## src/floppy_raw_track_formatter_assert.svh

```systemverilog
// assertion macros for the raw track formatter, compiled out for synthesis
`ifndef FLOPPY_RAW_TRACK_FORMATTER_ASSERT_SVH
`define FLOPPY_RAW_TRACK_FORMATTER_ASSERT_SVH
`ifndef SYNTHESIS
`define FRTF_ASSERT(label, clk, rst, prop, msg) \
   label: assert property (@(posedge clk) disable iff (rst) prop) else $error(msg);
`define FRTF_ASSERT_ALWAYS(label, clk, prop, msg) \
   label: assert property (@(posedge clk) prop) else $error(msg);
`else
`define FRTF_ASSERT(label, clk, rst, prop, msg)
`define FRTF_ASSERT_ALWAYS(label, clk, prop, msg)
`endif
`endif

```

## src/frtf_pkg.sv

```systemverilog
package frtf_pkg;

   localparam int POS_W  = 12;
   localparam int OFS_W  = 8;
   localparam int CNT_W  = 5;
   localparam int SUM_W  = 16;
   localparam int BYTE_W = 8;

   typedef logic [POS_W-1:0]  pos_type;
   typedef logic [OFS_W-1:0]  ofs_type;
   typedef logic [CNT_W-1:0]  cnt_type;
   typedef logic [SUM_W-1:0]  sum_type;
   typedef logic [BYTE_W-1:0] byte_type;

   localparam ofs_type HEADER_LEN   = 8'd10;
   localparam ofs_type REGION_LEN   = 8'd130;
   localparam ofs_type DATA_LEN     = 8'd128;
   localparam ofs_type SYS_FILL_LEN = 8'd80;
   localparam cnt_type CNT_MAX      = 5'd31;

   // header byte offsets
   localparam ofs_type HDR_OFS_MARK    = 8'd0;
   localparam ofs_type HDR_OFS_TRACK   = 8'd1;
   localparam ofs_type HDR_OFS_COUNT   = 8'd2;
   localparam ofs_type HDR_OFS_ZERO_A  = 8'd3;
   localparam ofs_type HDR_OFS_FIRST_L = 8'd4;
   localparam ofs_type HDR_OFS_FIRST_H = 8'd5;
   localparam ofs_type HDR_OFS_PAD     = 8'd6;
   localparam ofs_type HDR_OFS_ZERO_B  = 8'd7;
   localparam ofs_type HDR_OFS_SUM_L   = 8'd8;

   // system sector byte offsets
   localparam ofs_type SYS_OFS_MARK_A = 8'd80;
   localparam ofs_type SYS_OFS_MARK_B = 8'd81;

   localparam byte_type HDR_MARK      = 8'o363;
   localparam byte_type SYS_FILL_BYTE = 8'd23;
   localparam byte_type SYS_MARK_A    = 8'h30;
   localparam byte_type SYS_MARK_B    = 8'h07;
   localparam byte_type PAD_BYTE      = 8'hff;
   localparam byte_type ZERO_BYTE     = 8'h00;
   localparam byte_type FILL_BYTE     = 8'h4e;

endpackage

```

## src/floppy_raw_track_formatter.sv

```systemverilog
// Raw floppy track formatter.
// Input channel req_*: one item per raw track position. req_start_req restarts
// the track at position 0 and latches req_track_number; req_sector_byte is the
// next user data byte and is consumed only where the result shows it taken.
// Result channel rsp_*: one transfer per input item, carrying the raw byte,
// rsp_data_taken and rsp_last (final position and every item beyond it).
// Latency: the result is valid the cycle after the input transfer.
// Throughput: one item per cycle while the receiver keeps up; position, offset,
// sector count and checksum change only on the edge at which an item is taken.
// A single output register sits between the channels: req_ready stays high
// while that register is empty or being emptied in the same cycle, so a
// stalled receiver holds back the input after one buffered result.
// Reset (synchronous) drops any pending result and formats track 0 from
// position 0 until the first start item arrives.
// Layout: 10-byte header, system sector on track 0, 130-byte data sectors
// (128 data bytes and a 16-bit checksum), then 0x4e fill.
`include "floppy_raw_track_formatter_assert.svh"

module floppy_raw_track_formatter #(
   parameter int RAW_TRACK_BYTES   = 3125,
   parameter int SECTORS_PER_TRACK = 23
) (
   input  logic       clock,
   input  logic       reset,
   input  logic       req_valid,
   output logic       req_ready,
   input  logic       req_start_req,
   input  logic [7:0] req_track_number,
   input  logic [7:0] req_sector_byte,
   output logic       rsp_valid,
   input  logic       rsp_ready,
   output logic [7:0] rsp_raw_byte,
   output logic       rsp_data_taken,
   output logic       rsp_last
);

   localparam frtf_pkg::pos_type RawEnd   = frtf_pkg::pos_type'(RAW_TRACK_BYTES);
   localparam frtf_pkg::pos_type RawFinal = frtf_pkg::pos_type'(RAW_TRACK_BYTES - 1);
   localparam frtf_pkg::pos_type LayoutEnd =
      frtf_pkg::pos_type'(10 + 130 * SECTORS_PER_TRACK);
   localparam frtf_pkg::sum_type SptWord  = frtf_pkg::sum_type'(SECTORS_PER_TRACK);
   localparam frtf_pkg::byte_type SptByte = frtf_pkg::byte_type'(SECTORS_PER_TRACK);

   frtf_pkg::pos_type  position_ff, position_in;
   frtf_pkg::ofs_type  region_offset_ff, region_offset_in;
   frtf_pkg::cnt_type  sector_count_ff, sector_count_in;
   frtf_pkg::sum_type  running_sum_ff, running_sum_in;
   frtf_pkg::byte_type held_track_ff, held_track_in;

   logic               rsp_valid_ff, rsp_valid_in;
   frtf_pkg::byte_type rsp_raw_byte_ff, rsp_raw_byte_in;
   logic               rsp_data_taken_ff, rsp_data_taken_in;
   logic               rsp_last_ff, rsp_last_in;

   frtf_pkg::pos_type  cur_pos;
   frtf_pkg::ofs_type  cur_ofs;
   frtf_pkg::cnt_type  cur_cnt;
   frtf_pkg::sum_type  cur_sum;
   frtf_pkg::byte_type cur_track;
   frtf_pkg::sum_type  first_sector;
   frtf_pkg::byte_type out_byte;
   logic               taken;
   logic               is_sum_byte;
   logic               in_header;
   logic               in_layout;
   logic               past_end;
   logic               req_xfer;

   assign req_ready = !rsp_valid_ff || rsp_ready;
   assign req_xfer  = req_valid && req_ready;

   always_comb begin
      cur_pos   = position_ff;
      cur_ofs   = region_offset_ff;
      cur_cnt   = sector_count_ff;
      cur_sum   = running_sum_ff;
      cur_track = held_track_ff;
      if (req_start_req) begin
         cur_pos   = '0;
         cur_ofs   = '0;
         cur_cnt   = '0;
         cur_sum   = '0;
         cur_track = req_track_number;
      end

      past_end     = cur_pos >= RawEnd;
      in_header    = cur_pos < frtf_pkg::pos_type'(frtf_pkg::HEADER_LEN);
      in_layout    = cur_pos < LayoutEnd;
      first_sector = frtf_pkg::sum_type'(cur_track) * SptWord;

      out_byte    = frtf_pkg::FILL_BYTE;
      taken       = 1'b0;
      is_sum_byte = 1'b0;

      if (in_header) begin
         case (cur_ofs)
            frtf_pkg::HDR_OFS_MARK:    out_byte = frtf_pkg::HDR_MARK;
            frtf_pkg::HDR_OFS_TRACK:   out_byte = cur_track;
            frtf_pkg::HDR_OFS_COUNT:   out_byte = SptByte;
            frtf_pkg::HDR_OFS_ZERO_A:  out_byte = frtf_pkg::ZERO_BYTE;
            frtf_pkg::HDR_OFS_FIRST_L: out_byte = first_sector[7:0];
            frtf_pkg::HDR_OFS_FIRST_H: out_byte = first_sector[15:8];
            frtf_pkg::HDR_OFS_PAD:     out_byte = frtf_pkg::PAD_BYTE;
            frtf_pkg::HDR_OFS_ZERO_B:  out_byte = frtf_pkg::ZERO_BYTE;
            frtf_pkg::HDR_OFS_SUM_L: begin
               out_byte    = cur_sum[7:0];
               is_sum_byte = 1'b1;
            end
            default: begin
               out_byte    = cur_sum[15:8];
               is_sum_byte = 1'b1;
            end
         endcase
      end else if (in_layout) begin
         if (cur_ofs < frtf_pkg::DATA_LEN) begin
            // track 0 carries the fixed system sector in the first region
            if (cur_track == '0 && cur_cnt == '0) begin
               if (cur_ofs < frtf_pkg::SYS_FILL_LEN) begin
                  out_byte = frtf_pkg::SYS_FILL_BYTE;
               end else if (cur_ofs == frtf_pkg::SYS_OFS_MARK_A) begin
                  out_byte = frtf_pkg::SYS_MARK_A;
               end else if (cur_ofs == frtf_pkg::SYS_OFS_MARK_B) begin
                  out_byte = frtf_pkg::SYS_MARK_B;
               end else begin
                  out_byte = frtf_pkg::PAD_BYTE;
               end
            end else begin
               out_byte = req_sector_byte;
               taken    = 1'b1;
            end
         end else if (cur_ofs == frtf_pkg::DATA_LEN) begin
            out_byte    = cur_sum[7:0];
            is_sum_byte = 1'b1;
         end else begin
            out_byte    = cur_sum[15:8];
            is_sum_byte = 1'b1;
         end
      end

      position_in      = cur_pos;
      region_offset_in = cur_ofs;
      sector_count_in  = cur_cnt;
      running_sum_in   = cur_sum;
      held_track_in    = cur_track;

      if (!past_end) begin
         position_in = cur_pos + 1'b1;
         if (in_layout) begin
            if (!is_sum_byte) begin
               running_sum_in = cur_sum + {{8{out_byte[7]}}, out_byte};
            end
            if (in_header && cur_ofs >= frtf_pkg::HEADER_LEN - 1'b1) begin
               region_offset_in = '0;
               running_sum_in   = '0;
            end else if (!in_header && cur_ofs >= frtf_pkg::REGION_LEN - 1'b1) begin
               region_offset_in = '0;
               running_sum_in   = '0;
               if (cur_cnt < frtf_pkg::CNT_MAX) begin
                  sector_count_in = cur_cnt + 1'b1;
               end
            end else begin
               region_offset_in = cur_ofs + 1'b1;
            end
         end
      end

      rsp_raw_byte_in   = past_end ? frtf_pkg::FILL_BYTE : out_byte;
      rsp_data_taken_in = !past_end && taken;
      rsp_last_in       = cur_pos >= RawFinal;
      rsp_valid_in      = req_xfer || (rsp_valid_ff && !rsp_ready);
   end

   always_ff @(posedge clock) begin
      if (reset) begin
         position_ff      <= '0;
         region_offset_ff <= '0;
         sector_count_ff  <= '0;
         running_sum_ff   <= '0;
         held_track_ff    <= '0;
         rsp_valid_ff     <= 1'b0;
      end else begin
         rsp_valid_ff <= rsp_valid_in;
         if (req_xfer) begin
            position_ff      <= position_in;
            region_offset_ff <= region_offset_in;
            sector_count_ff  <= sector_count_in;
            running_sum_ff   <= running_sum_in;
            held_track_ff    <= held_track_in;
         end
      end
   end

   always_ff @(posedge clock) begin
      if (req_xfer) begin
         rsp_raw_byte_ff   <= rsp_raw_byte_in;
         rsp_data_taken_ff <= rsp_data_taken_in;
         rsp_last_ff       <= rsp_last_in;
      end
   end

   assign rsp_valid      = rsp_valid_ff;
   assign rsp_raw_byte   = rsp_raw_byte_ff;
   assign rsp_data_taken = rsp_data_taken_ff;
   assign rsp_last       = rsp_last_ff;

   // header offset follows the position exactly
   `FRTF_ASSERT(a_header_offset, clock, reset, (position_ff < frtf_pkg::pos_type'(frtf_pkg::HEADER_LEN) |-> frtf_pkg::pos_type'(region_offset_ff) == position_ff), "header offset out of step with position")
   // once the layout is done the region state stays cleared
   `FRTF_ASSERT(a_fill_clean, clock, reset, (position_ff >= LayoutEnd |-> region_offset_ff == '0 && running_sum_ff == '0), "region state not cleared after layout")
   `FRTF_ASSERT(a_pos_sat, clock, reset, (position_ff <= RawEnd), "position beyond track end")
   `FRTF_ASSERT(a_taken_not_last, clock, reset, (rsp_valid_ff && rsp_data_taken_ff |-> !rsp_last_ff), "data taken at final position")
   `FRTF_ASSERT(a_stall_blocks, clock, reset, (rsp_valid_ff && !rsp_ready |-> !req_ready), "input taken while result stalled")

endmodule

```

## config.mk

```make
export PLATFORM = sky130hd
export DESIGN_NAME = floppy_raw_track_formatter
export DESIGN_NICKNAME = d
export VERILOG_FILES = /design/src/frtf_pkg.sv /design/src/floppy_raw_track_formatter.sv
export VERILOG_INCLUDE_DIRS = /design/src /design/src/src
export SDC_FILE = /design/constraint.sdc
export NUM_CORES = 1
export LEC_CHECK = 0
export BUFFER_PORTS_ARGS = -buffer_cell sky130_fd_sc_hd__buf_2
export CAP_MARGIN = 30
export CORE_MARGIN = 5
export CORE_UTILIZATION = 31
export DETAILED_ROUTE_END_ITERATION = 6
export GPL_TIMING_DRIVEN = 0
export PLACE_DENSITY = 0.56
export SETUP_SLACK_MARGIN = 0.1
export SLEW_MARGIN = 25
export SYNTH_ARGS = -nofsm -noshare
export SYNTH_HDL_FRONTEND = slang
export SYNTH_SLANG_ARGS = --single-unit
```

## constraint.sdc

```tcl
create_clock -name clock -period 6.72 [get_ports clock]
set_input_delay 0.336 -clock clock [delete_from_list [all_inputs] [get_ports clock]]
set_output_delay 0.336 -clock clock [all_outputs]
set_load 0.01 [all_outputs]
```

==> reports/metrics.yaml, run 1 <==
status: "complete, no violations"
power_w: 0.001420
critical_path_class: "primary input to register"
place_hpwl_mm: 13.25
fillCellCount: 1869
syn_area_um2: 5638
rows: 49
ios: 33
area_growth_pct: 15.00
gp_congestion: 0.9354
h-tree-depth: 3
critical_path.max_fanout: 19
first_pass_iters: 5
cts_tree: "done"
wl_per_cell_um: 17.51
nets: 827
crit_path_start_kind: "primary input"
crit_slowest_cell: "fa_1"
start_util_pct: 31.39
routed_wl_mm: 17.11
fp.dieW_um: 144.9
core-area_um2: 17960
clk_latency_ps: 340
ys_ff_latch: 60
maxCapViolCount: 0
clock_sinks: 60
cts_hold_buf: 0
synth_area_leaders: "dfxtp_1 (18%), ha_1 (12%), edfxtp_1 (5.3%)"
cp.required_ps: 6950
tightest_slew_ps: 682.4
drc: 0
synth.avg_cell_area_um2: 8.031
postSynthCellCount: 702
die-area_um2: 20980
crit_buf_inv: 6
grt_pass1_vias: 5079
fin_crit_sh_pct: 92.83
utilization_pct: 36.09
worst_clock_skew_ps: 10.87
overflow: 0
syn_nets: 786
fmax_mhz: 160.3
synth_commonest_cells: "nor2_1 (67), nand2_1 (60), ha_1 (52)"
netlist.area_leader.share_pct: 17.75
worst_path_most_repeated_cell: "buf_6"
antenna_found_initial: 0
worstPathArrival_ps: 6470
synthFlopType: "dfxtp_1"
grt_max_degree: 20
reg2reg_slack_ps: 740
yosysWarnings: 0
drive_gt1_share_pct: 12.83
drv_slew: 0
grt_pass1_wl_mm: 27.39
rsz0062_at_grt: "true"
hold_path.class: "primary input to register"
path_delay_family: "compound AO/OA/AOI/OAI gates"
min_period_ps: 6238
clk_pin_slew_ps: 60
power_density_nw_per_um2: 219.0
relSlewSlack_pct: 54.50
cts_made_buffers: 9
synth.most_common_cell: "nor2_1"
async_flop_share_pct: 0
dr_total_vias: 5452
seq_area_frac_synth_pct: 23.08
end_kind: "register"
grtUsageTotal_pct: 16.59
n_antenna_cell: 0
hold_viol: 0
via_per_inst: 5.580
critPathMaxStageDelay_ps: 510
synth_top_area_cell: "dfxtp_1"
synth_edf_count: 10
whs_ps: 242.1
clockBufferDepth: 2
synth.distinct_cells: 82
io_buffers: 30
ir_drop_uv: 153.2
clock-root-buffer: "clkbuf_16"
drt_iter0_drc: 421
ant_nets: 0
leakage_nw: 2.634
die_y_um: 144.9
setup_viol: 0
## path summary, 6_finish.rpt
check | from | end | depth (start not counted)
hold / removal | req_valid | rsp_valid | 3
setup reg to reg | held_track_ff[3] | running_sum_ff[13] | 24
setup / recovery | req_start_req | running_sum_ff[13] | 26
hold reg to reg | running_sum_ff[12] | running_sum_ff[12] | 2
## cell families (layout without fill, tap and decap cells)
| logic type | after synthesis | count (layout) | share of synthesized area [%] |
|---|---|---|---|
| simple gates | 261 | 261 | 24.61 |
| fa+ha+maj | 63 | 63 | 15.45 |
| xor+xnor | 26 | 26 | 4.039 |
| buf+inv | 76 | 122 | 5.481 |
| compound gates | 199 | 199 | 24.23 |
| mux | 17 | 17 | 3.107 |
| flops | 60 | 60 | 23.08 |
## worst reg2reg max path: stages (launching register included)
cell and delay, ps:
dfxtp_1 340, mux2i_2 380, inv_1 160, ha_1 300, inv_1 50, fa_1 470
fa_1 510, inv_1 50, ha_1 340, a21oi_1 210, o21bai_1 90, a21oi_1 230
o21ai_0 220, a31oi_1 250, nand4bb_1 180, nand4b_1 150, ha_1 370, a21oi_1 270
o21ai_2 140, o2111ai_1 260, a21oi_1 140, nor3_1 240, xnor2_1 170, mux2i_1 90
o41ai_1 250
## final cells by class
| class | instances | area [µm²] | area share [%] |
|---|---|---|---|
| multi-input combinational | 566 | 4096 | 63.18 |
| sequential | 60 | 1301 | 20.07 |
| tap | 229 | 286.5 | 4.419 |
| clock buffer | 10 | 229.0 | 3.531 |
| buffer | 33 | 167.7 | 2.586 |
| timing repair buffer | 31 | 157.7 | 2.431 |
| inverter | 42 | 157.7 | 2.431 |
| clock inverter | 6 | 87.58 | 1.351 |
## power by group
group,total [W],switching [W],internal [W]
sequential,0.000403,0.0000138,0.000389
combinational,0.000504,0.000294,0.000210
clock,0.000513,0.000188,0.000325
total,0.00142,0.000496,0.000924
## sequential cells by signal (all words and copies together) (netlist names)
signal	flops
running_sum_ff	16
position_ff	12
held_track_ff	8
region_offset_ff	8
rsp_raw_byte	8
sector_count_ff	5
rsp_data_taken	1
rsp_last	1
rsp_valid	1
## layout by cell type (no fill, tap or decap), types with 5 or more instances in the layout
cell	Yosys	routed
clkbuf_1	20	20
nand2_1	60	60
a221oi_1	5	5
buf_2	10	37
a32oi_1	6	6
a21o_1	9	9
a211oi_1	16	15
inv_1	40	40
ha_1	52	52
or2_2	5	5
o22ai_1	8	8
nor3_1	20	19
o21a_1	5	5
dfxtp_1	50	50
or3_1	5	5
o21ai_0	34	32
clkbuf_16	0	9
nand3_1	13	13
and3_1	6	6
nand2b_1	19	19
edfxtp_1	10	10
mux2i_1	13	9
and2_1	6	6
a22oi_1	16	16
a21oi_1	43	42
xnor2_1	12	12
nor2b_1	17	17
a31oi_1	7	7
nor4_1	5	5
nor2_1	67	67
o31ai_1	5	5
xor2_1	14	14
o211ai_1	7	7
fa_1	11	11
## stage by stage
| step | cells | worst slack, ps | instance area, µm² | setup TNS [ps] |
|---|---|---|---|---|
| 3_3_place_gp | 961 | -1299 | 6075 | -12990 |
| 2_1_floorplan | 702 | 168.5 | 5638 | 0 |
| 6_report | 977 | 481.7 | 6484 | 0 |
| 5_1_grt | 977 | 52.04 | 6484 | 0 |
| 4_1_cts | 977 | 264.5 | 6446 | 0 |
| 3_5_place_dp | 961 | -1328 | 6076 | -13060 |
## per-layer routing
layer	share of wire (%)	vias to the layer above	track usage (%)
li1	-	2666	-
met1	48	2606	23.73
met2	45	156	25.75
met3	5.6	24	2.596
met4	1.8	0	4.860
met5	0	-	0
## what timing repair did
item                                    4_1_cts  5_1_grt
resized for setup                            15        9
pin swaps                                     0        1
buffers inserted                              1        0
endpoints found under the setup margin       13        7
Power figures use the tool's default switching activity.
==> inputs of run 2 (changes only) <==
--- a/config.mk
+++ b/config.mk
@@ -11,7 +11,6 @@
 export CORE_MARGIN = 5
 export CORE_UTILIZATION = 31
 export DETAILED_ROUTE_END_ITERATION = 6
-export GPL_TIMING_DRIVEN = 0
 export PLACE_DENSITY = 0.56
 export SETUP_SLACK_MARGIN = 0.1
 export SLEW_MARGIN = 25
==> reports/metrics.yaml, run 2 (same netlist as run 1, synthesis figures left out) <==
p_sw_share_pct: 34.79
end_kind: "register"
cts_hold_buf: 0
maxCapViolCount: 0
wl_met1_mm: 7.748
utilization_pct: 35.08
regMostFlops: "running_sum_ff"
core-area_um2: 17960
tightest_slew_ps: 859.2
setup_viol: 0
rows: 49
rr_worst_depth: 23
worst_clock_skew_ps: 12.70
overflow: 0
dr_total_vias: 5170
crit_path_end: "running_sum_ff[13]"
final_common_cell: "nor2_1"
drive_gt1_share_pct: 11.45
die_y_um: 144.9
hold_viol: 0
layout.cells.non_filler: 955
crit_path_start_kind: "register"
grt_pass1_wl_mm: 25.39
start_util_pct: 31.39
layout_common_cells: "nor2_1 (67), nand2_1 (60), ha_1 (52)"
fp.dieW_um: 144.9
fillCellCount: 1908
die-area_um2: 20980
fin_crit_sh_pct: 87.64
internal_power_w: 0.0008873
nets: 804
fin_tns_setup_ps: 0
clock_sinks: 60
leakage_nw: 2.590
critical_path_class: "register to register"
reg2reg_to: "running_sum_ff[13]"
gp_congestion: 0.9020
r2r_start: "held_track_ff[2]"
rsz0062_at_grt: "false"
wl_met2_mm: 6.990
ir_drop_uv: 108.5
p_switching_w: 0.0004734
largest_reg_flops: 16
cp.required_ps: 6960
clockBufferDepth: 2
p_seq_share_pct: 29.6
ctsResizeCount: 0
clock-root-buffer: "clkbuf_16"
drc: 0
stdcell_area_um2: 6302
grtUsageTotal_pct: 15.32
area_growth_pct: 11.78
clkPwrFrac_pct: 35.2
relSlewSlack_pct: 42.54
top_layer: "met4"
drv_slew: 0
place_hpwl_mm: 11.68
worstPathArrival_ps: 6130
status: "complete, no violations"
grt_pass1_vias: 4840
startpoint: "held_track_ff[2]"
critical_path.max_fanout: 6
pwr-share-comb_pct: 35.3
clk_pin_slew_ps: 60
min_period_ps: 5889
fmax_mhz: 169.8
cts_made_buffers: 9
hold_path.class: "primary input to register"
reg2reg_slack_ps: 830
power_density_nw_per_um2: 215.9
drt_iter0_drc: 424
grt_max_degree: 65
antenna_found_initial: 0
cts_tree: "done"
h-tree-depth: 3
io_buffers: 32
wl_per_cell_um: 16.44
clk_latency_ps: 350
dpl_cell_area_um2: 6001
ios: 33
first_pass_iters: 5
via_per_inst: 5.414
cts_setup_buffers: 0
ant_nets: 0
dp.cells: 938
top_regs: "running_sum_ff x16, position_ff x12"
routed-wl-met3_um: 727
routed_wl_mm: 15.70
## run 2: how the worst min path moves through the flow
stage | from | cells after the start | end | slack (ps)
after detailed placement | running_sum_ff[14] | 2 | running_sum_ff[14] | 440
after global routing | req_valid | 3 | rsp_valid | 250
final | req_valid | 3 | rsp_valid | 240
after global placement | running_sum_ff[12] | 2 | running_sum_ff[12] | 440
after floorplan | running_sum_ff[12] | 2 | running_sum_ff[12] | 420
after CTS | req_valid | 3 | rsp_valid | 240
## run 2: layout make-up
cell class / instances / area (µm²) / area share [%]
clock inverter: 2 / 13.76 / 0.2184
tap: 229 / 286.5 / 4.546
inverter: 42 / 157.7 / 2.501
sequential: 60 / 1301 / 20.65
antenna: 1 / 2.502 / 0.03971
multi-input combinational: 566 / 4028 / 63.91
timing repair buffer: 41 / 227.7 / 3.613
clock buffer: 14 / 285.3 / 4.527
## run 2: metal layers
metal / vias to the layer above / track usage [%]
met4: 0 / 4.664
met2: 110 / 23.54
met1: 2434 / 21.76
li1: 2610 / -
met3: 16 / 2.892
met5: - / 0
## run 2: worst max-delay path: stages (launching register included)
cell and delay [ps]:
dfxtp_1 340, mux2_2 350, ha_1 330, fa_1 500
inv_1 50, fa_1 500, inv_1 50, ha_1 300
or2_2 310, a31o_2 240, a21o_1 190, xor2_1 150
a211o_1 330, o311a_1 150, ha_1 300, a211oi_1 250
o21ai_0 130, buf_4 160, o2111ai_1 220, a21oi_1 140
nor3_1 260, xnor2_1 150, mux2i_1 90, o41ai_1 270
## run 2: power by group through the flow
stage	Sequential, W	Combinational (W)	Clock (W)
final	0.000402	0.000480	0.000478
after global routing	0.000404	0.000547	0.000504
after floorplan	0.000408	0.000367	0
after CTS	0.000402	0.000482	0.000487
after detailed placement	0.000410	0.000478	0
after global placement	0.000409	0.000477	0
## run 2: per-stage QoR
step	power, W	hold WS [ps]	worst slack (ps)
2_1_floorplan	0.0007746	423.1	168.5
3_3_place_gp	0.0008861	441.8	596.4
3_5_place_dp	0.0008877	442.6	529.8
4_1_cts	0.001371	236.2	814.7
5_1_grt	0.001456	247.8	316.1
6_report	0.001361	243.8	830.9
